## src/rtl/tre_pkg.sv

```systemverilog
// Shared types and constants for the rate one-third turbo encoder.
`default_nettype none

package tre_pkg;

	localparam int CODER_BITS = 4;
	localparam int PERM_W     = 10;

	// command codes
	localparam logic CMD_LOAD  = 1'b0;
	localparam logic CMD_DRAIN = 1'b1;

	typedef struct packed {
		logic              command;
		logic              data_bit;
		logic [PERM_W-1:0] perm_index;
		logic              last;
	} in_beat_t;

	typedef struct packed {
		logic sys_bit;
		logic parity1;
		logic parity2;
		logic last_out;
	} out_beat_t;

	typedef struct packed {
		logic step;
		logic clear;
	} coder_ctl_t;

endpackage

`default_nettype wire

```

## src/rtl/tre_ram.sv

```systemverilog
// Generic single-write, single-read synchronous RAM with registered read data.
`default_nettype none

module tre_ram #(
	parameter int WIDTH = 1,
	parameter int DEPTH = 1024
) (
	input  wire logic                     clk,
	input  wire logic                     we,
	input  wire logic [$clog2(DEPTH)-1:0] waddr,
	input  wire logic [WIDTH-1:0]         wdata,
	input  wire logic                     re,
	input  wire logic [$clog2(DEPTH)-1:0] raddr,
	output logic      [WIDTH-1:0]         rdata
);

	logic [WIDTH-1:0] mem [DEPTH];

	always_ff @(posedge clk) begin
		if (we) begin
			mem[waddr] <= wdata;
		end
		if (re) begin
			rdata <= mem[raddr];
		end
	end

endmodule

`default_nettype wire

```

## src/rtl/tre_coder.sv

```systemverilog
// One 16-state recursive systematic coder: state register and parity output.
`default_nettype none

module tre_coder
	import tre_pkg::*;
(
	input  wire logic       clk,
	input  wire logic       arst_n,
	input  wire coder_ctl_t ctl,
	input  wire logic       u,
	output logic            parity
);

	logic [CODER_BITS-1:0] state_q;
	logic [CODER_BITS-1:0] state_next;

	always_comb begin
		parity     = u ^ state_q[0] ^ state_q[1] ^ state_q[2];
		state_next = {state_q[2:0], u ^ state_q[0] ^ state_q[3]};
	end

	// clear wins: the final step of a block still emits parity from the old state
	always_ff @(posedge clk or negedge arst_n) begin
		if (!arst_n) begin
			state_q <= '0;
		end else if (ctl.clear) begin
			state_q <= '0;
		end else if (ctl.step) begin
			state_q <= state_next;
		end
	end

endmodule

`default_nettype wire

```

## src/rtl/turbo_encoder_rate_third_core.sv

```systemverilog
// Top level of the rate one-third turbo encoder: block stores, control and coders.
//
//  channel | direction | handshake           | payload
//  --------+-----------+---------------------+-----------------------------
//  in      | input     | in_valid / in_ready | in_data  (load bit or drain)
//  out     | output    | out_valid/out_ready | out_data (sys, p1, p2, last)
//
// A load's block RAM writes happen at the accepting edge.
// A drain reads both RAMs at the accepting edge; the coder step and output
// register load follow in the next cycle, while in_ready is held low by pend_s1.
// Reset clears control and coder state only; the RAMs need no clearing pass.
// A full output register stalls drain beats only; loads and ignored beats pass.
`default_nettype none

module turbo_encoder_rate_third_core
	import tre_pkg::*;
#(
	parameter int MAX_BLOCK = 1024
) (
	input  wire logic      clk,
	input  wire logic      arst_n,
	input  wire logic      in_valid,
	output logic           in_ready,
	input  wire in_beat_t  in_data,
	output logic           out_valid,
	input  wire logic      out_ready,
	output out_beat_t      out_data
);

	localparam int AW  = $clog2(MAX_BLOCK);
	localparam int LW  = $clog2(MAX_BLOCK + 1);
	localparam int PW  = ((AW > PERM_W) ? AW : PERM_W) + 1;

	logic          draining_q;
	logic [LW-1:0] block_len_q;
	logic [LW-1:0] read_pos_q;
	logic          pend_s1;
	logic          fin_s1;
	logic          out_valid_q;
	out_beat_t     out_data_q;

	logic          out_free;
	logic          accept;
	logic          load_go;
	logic          drain_go;
	logic          store_ok;
	logic [PW-1:0] perm_w;
	logic          perm_ok;
	logic          fin_now;
	logic          nat_bit;
	logic          ilv_bit;
	logic          par1;
	logic          par2;
	coder_ctl_t    coder_ctl;

	always_comb begin
		out_free = !out_valid_q || out_ready;
		in_ready = !pend_s1 &&
			(in_data.command == CMD_LOAD || !draining_q || out_free);
		accept   = in_valid && in_ready;
		load_go  = accept && in_data.command == CMD_LOAD && !draining_q;
		drain_go = accept && in_data.command == CMD_DRAIN && draining_q;
		store_ok = block_len_q < LW'(MAX_BLOCK);
		perm_w   = PW'(in_data.perm_index);
		perm_ok  = perm_w < PW'(MAX_BLOCK);
		fin_now  = ({1'b0, read_pos_q} + (LW+1)'(1)) >= {1'b0, block_len_q};
		coder_ctl.step  = pend_s1;
		coder_ctl.clear = (load_go && in_data.last) || (pend_s1 && fin_s1);
	end

	tre_ram #(
		.WIDTH(1),
		.DEPTH(MAX_BLOCK)
	) u_nat_ram (
		.clk   (clk),
		.we    (load_go && store_ok),
		.waddr (block_len_q[AW-1:0]),
		.wdata (in_data.data_bit),
		.re    (drain_go),
		.raddr (read_pos_q[AW-1:0]),
		.rdata (nat_bit)
	);

	tre_ram #(
		.WIDTH(1),
		.DEPTH(MAX_BLOCK)
	) u_ilv_ram (
		.clk   (clk),
		.we    (load_go && store_ok && perm_ok),
		.waddr (perm_w[AW-1:0]),
		.wdata (in_data.data_bit),
		.re    (drain_go),
		.raddr (read_pos_q[AW-1:0]),
		.rdata (ilv_bit)
	);

	tre_coder u_coder1 (
		.clk    (clk),
		.arst_n (arst_n),
		.ctl    (coder_ctl),
		.u      (nat_bit),
		.parity (par1)
	);

	tre_coder u_coder2 (
		.clk    (clk),
		.arst_n (arst_n),
		.ctl    (coder_ctl),
		.u      (ilv_bit),
		.parity (par2)
	);

	// block control: positions advance at the accepting edge
	always_ff @(posedge clk or negedge arst_n) begin
		if (!arst_n) begin
			draining_q  <= 1'b0;
			block_len_q <= '0;
			read_pos_q  <= '0;
			pend_s1     <= 1'b0;
		end else begin
			pend_s1 <= drain_go;
			if (load_go) begin
				if (store_ok) begin
					block_len_q <= block_len_q + LW'(1);
				end
				if (in_data.last) begin
					draining_q <= 1'b1;
					read_pos_q <= '0;
				end
			end
			if (drain_go) begin
				if (fin_now) begin
					draining_q  <= 1'b0;
					block_len_q <= '0;
					read_pos_q  <= '0;
				end else begin
					read_pos_q <= read_pos_q + LW'(1);
				end
			end
		end
	end

	always_ff @(posedge clk) begin
		if (drain_go) begin
			fin_s1 <= fin_now;
		end
		if (pend_s1) begin
			out_data_q.sys_bit  <= nat_bit;
			out_data_q.parity1  <= par1;
			out_data_q.parity2  <= par2;
			out_data_q.last_out <= fin_s1;
		end
	end

	always_ff @(posedge clk or negedge arst_n) begin
		if (!arst_n) begin
			out_valid_q <= 1'b0;
		end else if (pend_s1) begin
			out_valid_q <= 1'b1;
		end else if (out_ready) begin
			out_valid_q <= 1'b0;
		end
	end

	assign out_valid = out_valid_q;
	assign out_data  = out_data_q;

`ifndef NO_ASSERTIONS
	a_s1_blocks_input: assert property (@(posedge clk) disable iff (!arst_n)
		pend_s1 |-> !in_ready)
		else $error("input accepted while a drain read is in flight");

	a_s1_output_free: assert property (@(posedge clk) disable iff (!arst_n)
		pend_s1 |-> !out_valid_q)
		else $error("drain result would overwrite a pending beat");

	a_pos_in_block: assert property (@(posedge clk) disable iff (!arst_n)
		draining_q |-> (read_pos_q < block_len_q))
		else $error("read position outside the loaded block");

	a_fin_closes: assert property (@(posedge clk) disable iff (!arst_n)
		(pend_s1 && fin_s1) |-> (!draining_q && block_len_q == '0))
		else $error("final triple did not close the block");
`endif

endmodule

`default_nettype wire
```

## config.mk

```make
export PLATFORM = sky130hd
export DESIGN_NAME = turbo_encoder_rate_third_core
export DESIGN_NICKNAME = d
export VERILOG_FILES = /design/src/rtl/tre_pkg.sv /design/src/rtl/tre_ram.sv /design/src/rtl/tre_coder.sv /design/src/rtl/turbo_encoder_rate_third_core.sv
export SDC_FILE = /design/constraint.sdc
export NUM_CORES = 2
export LEC_CHECK = 0
export ABC_AREA = 0
export BUFFER_PORTS_ARGS = -buffer_cell sky130_fd_sc_hd__buf_2
export CORE_MARGIN = 10
export CORE_UTILIZATION = 62
export DETAILED_ROUTE_END_ITERATION = 16
export PLACE_DENSITY = 0.78
export SLEW_MARGIN = 25
export SYNTH_ARGS = -nofsm -noshare
export SYNTH_HDL_FRONTEND = slang
export SYNTH_SLANG_ARGS = --single-unit
```

## constraint.sdc

```tcl
create_clock -name clk -period 5.21 [get_ports clk]
set_clock_uncertainty 0.15 [all_clocks]
set_input_delay 0.7815 -clock clk [delete_from_list [all_inputs] [get_ports clk]]
set_output_delay 0.7815 -clock clk [all_outputs]
set_load 0.1 [all_outputs]
```

# Word level (Yosys, flattened, before mapping)

Memory sizes are Yosys's and may differ from the RTL's. A register that Yosys moved wholly into a read port is not among the register bits.
Index checks and enable logic that the tools add are counted.

Memory bits (writable): 2048
Output and inout bits: 6
Memories: 2
Bits in registers: 38
Word-level logic and storage cells: 69

Memory list:

| name          | depth | bits a word | read ports | clocked after memory_dff | wr ports | line          | RTL |
|---|---|---|---|---|---|---|---|
| u_ilv_ram.mem | 1024  | 1           | 1          | 1                        | 1        | tre_ram.sv:17 | `logic [WIDTH-1:0] mem [DEPTH];` |
| u_nat_ram.mem | 1024  | 1           | 1          | 1                        | 1        | tre_ram.sv:17 |  |

Mux-type cells: 20
$add $sub $neg: 3
$lt $le $gt $ge: 2
Reductions and logical operators: 21
Bitwise gates (word level): 9

Operators with widths:

| cell                  | number |
|---|---|
| $mux 11               | 8 |
| $add 11x1->11 const B | 2 |
| $mux 4                | 4 |
| $add 11x1->12 const B | 1 |
| $ge 12x11->1          | 1 |
| $lt 11x11->1 const B  | 1 |
| $logic_and 1x1->1     | 9 |
| $mux 1                | 8 |
| $reduce_bool 2->1     | 4 |
| $xor 1x1->1           | 8 |
| $logic_or 1x1->1      | 4 |
| $logic_not 1->1       | 3 |
| $reduce_and 2->1      | 1 |
| $not 1->1             | 1 |

# Longest topological paths before layout

Depth after elaboration: 10
Mapped depth: 16
Depth with buffers taken out: 12

# Hierarchy

From an unflattened synthesis, not the netlist that was laid out.

Cells, all modules: 6440
Area, all modules: 91552.8 µm²

Modules (own cells, without submodules):

| module                        | instances | sequential area each (µm²) | area an instance (µm²) | cells an instance |
|---|---|---|---|---|
| tre_ram                       | 2         | 30779.5                    | 44666.6                | 3112 |
| turbo_encoder_rate_third_core | 1         | 775.7                      | 1809.2                 | 178 |
| tre_coder                     | 2         | 100.1                      | 205.2                  | 19 |

# Worst setup path before layout

Ideal clock, no wire load.

Path type: reg2reg
From: register read_pos_q[2]
To: register fin_s1 (data pin)
Data arrival time: 3.272 ns
Cell stages (with the launch flop): 14
Path slack: 1.495 ns
Period minus slack after synthesis: 3.715 ns
Cell sequence: dfrtp_1 -> inv_2 -> buf_2 -> clkbuf_1 -> clkbuf_1 -> nor2_1 -> or2_2 -> ha_1 -> a21o_1 -> a21o_1 -> a21o_1 -> a211oi_1 -> o21ai_0 -> clkbuf_1

Cells in the longest elaborated chain, start to end: 2

RTL lines:

| what                   | line                                 | RTL |
|---|---|---|
| start, declared        | turbo_encoder_rate_third_core.sv:36  | `logic [LW-1:0] read_pos_q;` |
| start signal, assigned | turbo_encoder_rate_third_core.sv:137 | `read_pos_q <= read_pos_q + LW'(1);` |
| $add 11x1->12          | turbo_encoder_rate_third_core.sv:66  | `fin_now = ({1'b0, read_pos_q} + (LW+1)'(1)) >= {1'b0, block_len_q};` |
| $ge 12x11->1           | turbo_encoder_rate_third_core.sv:66  |  |
| named net fin_now      | turbo_encoder_rate_third_core.sv:49  | `logic fin_now;` |
| end signal, assigned   | turbo_encoder_rate_third_core.sv:145 | `fin_s1 <= fin_now;` |
| end, declared          | turbo_encoder_rate_third_core.sv:38  | `logic fin_s1;` |

The timed path passes the listed nets, and every way through them passes these cells.
A chain may end at the register's enable or synchronous reset.

==> summary.txt <==
Layout
  • Fin nets: 6195
  • Layout cells sized above 1: 0.1615
  • Non-filler cells, final: 8233
  • Area delta synth->final: 8.614%
  • Finished layout cell area: 0.09862 mm2

Detailed routing
  • Via/cell ratio: 6.863
  • Wirelength per Cell: 29.84 um
  • # DRC: 0
  • DR vias: 56.51k
  • Detailed Routing Iterations Pass 1: 8
  • DRT Wirelength: 245600 um
  • Iteration-0 DRC Markers: 9630
  • ANT nets after route: 0

Power and ir drop
  • P per Cell Area: 434.5 mW/mm2
  • Leak: 0.02948 uW
  • Max VDD drop: 0.3831 mV

Hold path
  • Hold Crit Endpoint: out_valid
  • Hold Crit Depth: 3
  • Hold Crit Class: in -> reg
  • Worst hold start: out_ready

Worst setup path
  • CP arrival: 4.62 ns
  • Crit. End Element: flop
  • Critical path peak fanout: 86
  • R2R depth: 9
  • R2R Path End: u_ilv_ram.rdata
  • R2R setup slack: 0.99 ns
  • Crit start category: flop
  • Worst r2r src: read_pos_q[1]
  • Critical Path RT: 5.62 ns
  • Critical setup path kind: reg -> reg

Logic synthesis
  • Seq/Total Area, Yosys: 0.6887
  • Asr flop ratio synth: 0.01580
  • Post-Synth Simple-Gate Area: 0.1058
  • Xor/xnor cell area share of the yosys netlist: 0.002122
  • Post-synth top cells: 2100 x nor2_1, 2055 x edfxtp_1, 455 x clkbuf_1
  • Yosys top cell area share: 0.6796
  • Syn Nets: 6373
  • Post-synth EDFFs: 2055
  • Adder-Cell Fraction of Synth Area: 0.002205
  • #FFs+latches synth: 2088
  • Synth Instances: 6340
  • Dominant synthesized flop cell: edfxtp_1
  • Most frequent cell after synthesis: nor2_1
  • Avg Cell Area, Syn: 14.32 um2
  • Synth area leaders: edfxtp_1 68%, mux4_2 10%, nor2_1 8.7%, mux2i_1 3.0%, clkbuf_1 1.9%
  • Netlist cell types: 64
  • Warnings from Yosys: 0
  • Post-synth top area cell: edfxtp_1
  • Largest family of logic cells by synthesized area: multiplexers
  • Synth Area in Compound Gates: 0.03367
  • Mux contribution to synthesized area: 0.1349
  • Mapped Area: 0.09080 mm2

CTS
  • Max Buffers Root-to-Sink: 3
  • Clock Pin Slew Worst Setup and Hold Paths: 0.06 ns
  • CTS H-tree depth: 4
  • Clock Sinks: 2088
  • Postcts setup bufs: 0
  • CTS tree: done
  • Post-CTS Resized: 0
  • Clk_lat worst skew: 0.83 ns
  • Cts bufs inserted: 196
  • Clk root buf: clkbuf_16
  • # hold bufs at CTS: 1

Timing
  • Fin. Hold Viols: 0
  • Final setup TNS: 0 ns
  • Worst hold slack: 0.1209 ns
  • Normalized max-slew margin: 0.2373
  • Tmin final: 4.215 ns
  • Period utilization: 0.8091
  • Fmax: 0.2372 GHz
  • Worst Tran Pin Value: 1.135 ns
  • Final WS setup: 0.9946 ns
  • Setup violators final: 0
  • Final Max Tran Viols: 0
  • RSZ-0062 raised after global routing: no

Floorplan
  • Die Footprint: 0.1622 mm2
  • Die X: 402.7 um
  • Io pins: 23
  • Die H: 402.7 um
  • Core Region: 0.1456 mm2
  • Initial core utilization: 0.6237
  • Site row count: 140

Flow run
  • Max-Cap Viols: 0

Placed design
  • Placed standard-cell area: 0.09264 mm2
  • RD Place Congestion: 0.9431
  • I/O Buffers: 22
  • Worst slack, placed: 1.153 ns
  • Inst Count DP: 7880
  • DP HPWL: 134400 um

GRT
  • Global route overflow: 0
  • Vias in the first global route: 55.15k
  • All-Layer GR Usage: 0.2982
  • Largest net degree at the start of global routing: 268
  • Global-route wire length before repair: 357700 um
  • Initial antenna violation count: 1

Outcome
  • Status: complete, no violations
kinds of logic after synthesis:
family                   count (synthesis)
flip-flops                            2088
multiplexers                           694
buffers and inverters                  624
adder cells (fa/ha/maj)                 16
AND/OR/NAND/NOR                       2463
AO/OA/AOI/OAI                          433
XOR/XNOR                                22
where the power goes:
| group | internal (uW) | total, uW | switching (uW) |
|---|---|---|---|
| Sequential | 18500 | 18800 | 305 |
| Clock | 7410 | 13500 | 6050 |
| Combinational | 4410 | 10600 | 6160 |
| Total | 30300 | 42800 | 12500 |
cell usage in the layout, fill, tap and decap left out, types with 9 or more instances in the layout:
| cell | synthesis | routed |
|---|---|---|
| nand2_1 | 190 | 111 |
| a21oi_1 | 97 | 97 |
| clkinv_2 | 0 | 28 |
| o211ai_1 | 11 | 11 |
| a221oi_1 | 9 | 9 |
| nand2_4 | 0 | 9 |
| nand4_1 | 9 | 9 |
| a22o_1 | 12 | 12 |
| buf_12 | 1 | 25 |
| xnor2_1 | 15 | 15 |
| nor4_1 | 13 | 13 |
| ha_1 | 16 | 16 |
| mux2i_1 | 269 | 269 |
| nand3_1 | 30 | 14 |
| nand3_2 | 0 | 10 |
| o21ai_0 | 28 | 28 |
| mux4_2 | 418 | 418 |
| nand2_2 | 0 | 70 |
| edfxtp_1 | 2055 | 2055 |
| buf_4 | 15 | 180 |
| o221ai_1 | 123 | 123 |
| a211oi_1 | 13 | 13 |
| clkbuf_16 | 0 | 200 |
| dfrtp_1 | 33 | 28 |
| nor3_1 | 58 | 53 |
| clkbuf_1 | 455 | 59 |
| a22oi_1 | 23 | 23 |
| nor2_1 | 2100 | 2098 |
| buf_2 | 42 | 21 |
| o22ai_1 | 75 | 75 |
| nor2b_1 | 12 | 12 |
| clkinv_1 | 0 | 45 |
| inv_1 | 15 | 15 |
sequential cells by signal, indices dropped and copies added (netlist names):
signal / cells
out_valid: 1
block_len_q: 11
u_coder2.state_q: 4
out_data: 4
draining_q: 1
u_ilv_ram.mem: 1024
read_pos_q: 11
u_nat_ram.mem: 1024
u_nat_ram.rdata: 1
fin_s1: 1
pend_s1: 1
u_coder1.state_q: 4
u_ilv_ram.rdata: 1
metal layers:
layer / up-vias / share of wire / global-route usage / routed length [um]
met2: 4243 / 0.47 / 0.4639 / 114800
met3: 841 / 0.14 / 0.08174 / 35070
li1: 23010 / - / - / -
met1: 28411 / 0.34 / 0.3934 / 82820
met5: - / 0.00018 / 0.0002973 / 43
met4: 2 / 0.053 / 0.1402 / 12930
cell type report:
| class | instances | area (um2) |
|---|---|---|
| fill | 9307 | 46950 |
| tap | 1917 | 2399 |
| multi-input combinational | 3628 | 25710 |
| antenna | 2 | 5.005 |
| inverter | 18 | 75.07 |
| sequential | 2088 | 62550 |
| timing repair buffer | 230 | 2004 |
| clock inverter | 90 | 631.9 |
| clock buffer | 260 | 5240 |
worst max-delay path: stages (launching register included):
cell	delay, ns
dfrtp_4	0.85
buf_12	0.51
mux4_2	0.42
mux4_2	0.49
inv_1	0.07
o21ai_0	0.06
a21oi_1	0.60
nor3b_1	0.13
nor4_1	0.41
a311oi_1	0.08
worst max-delay path by stage:
stage                   from              end  cells after the start
3_3_place_gp   read_pos_q[1]  u_ilv_ram.rdata                      7
5_1_grt        read_pos_q[0]  u_ilv_ram.rdata                     11
4_1_cts        read_pos_q[0]  u_ilv_ram.rdata                     11
6_report       read_pos_q[1]  u_ilv_ram.rdata                      9
3_5_place_dp   read_pos_q[1]  u_ilv_ram.rdata                      9
2_1_floorplan  read_pos_q[2]           fin_s1                     13
stage by stage:
stage          total power [uW]    util
2_1_floorplan             26490       -
3_3_place_gp              29370  0.6359
3_5_place_dp              29520  0.6364
4_1_cts                   42700  0.6768
5_1_grt                   43920  0.6774
6_report                  42850  0.6775
Note: power is estimated with default switching activity, not from simulation.
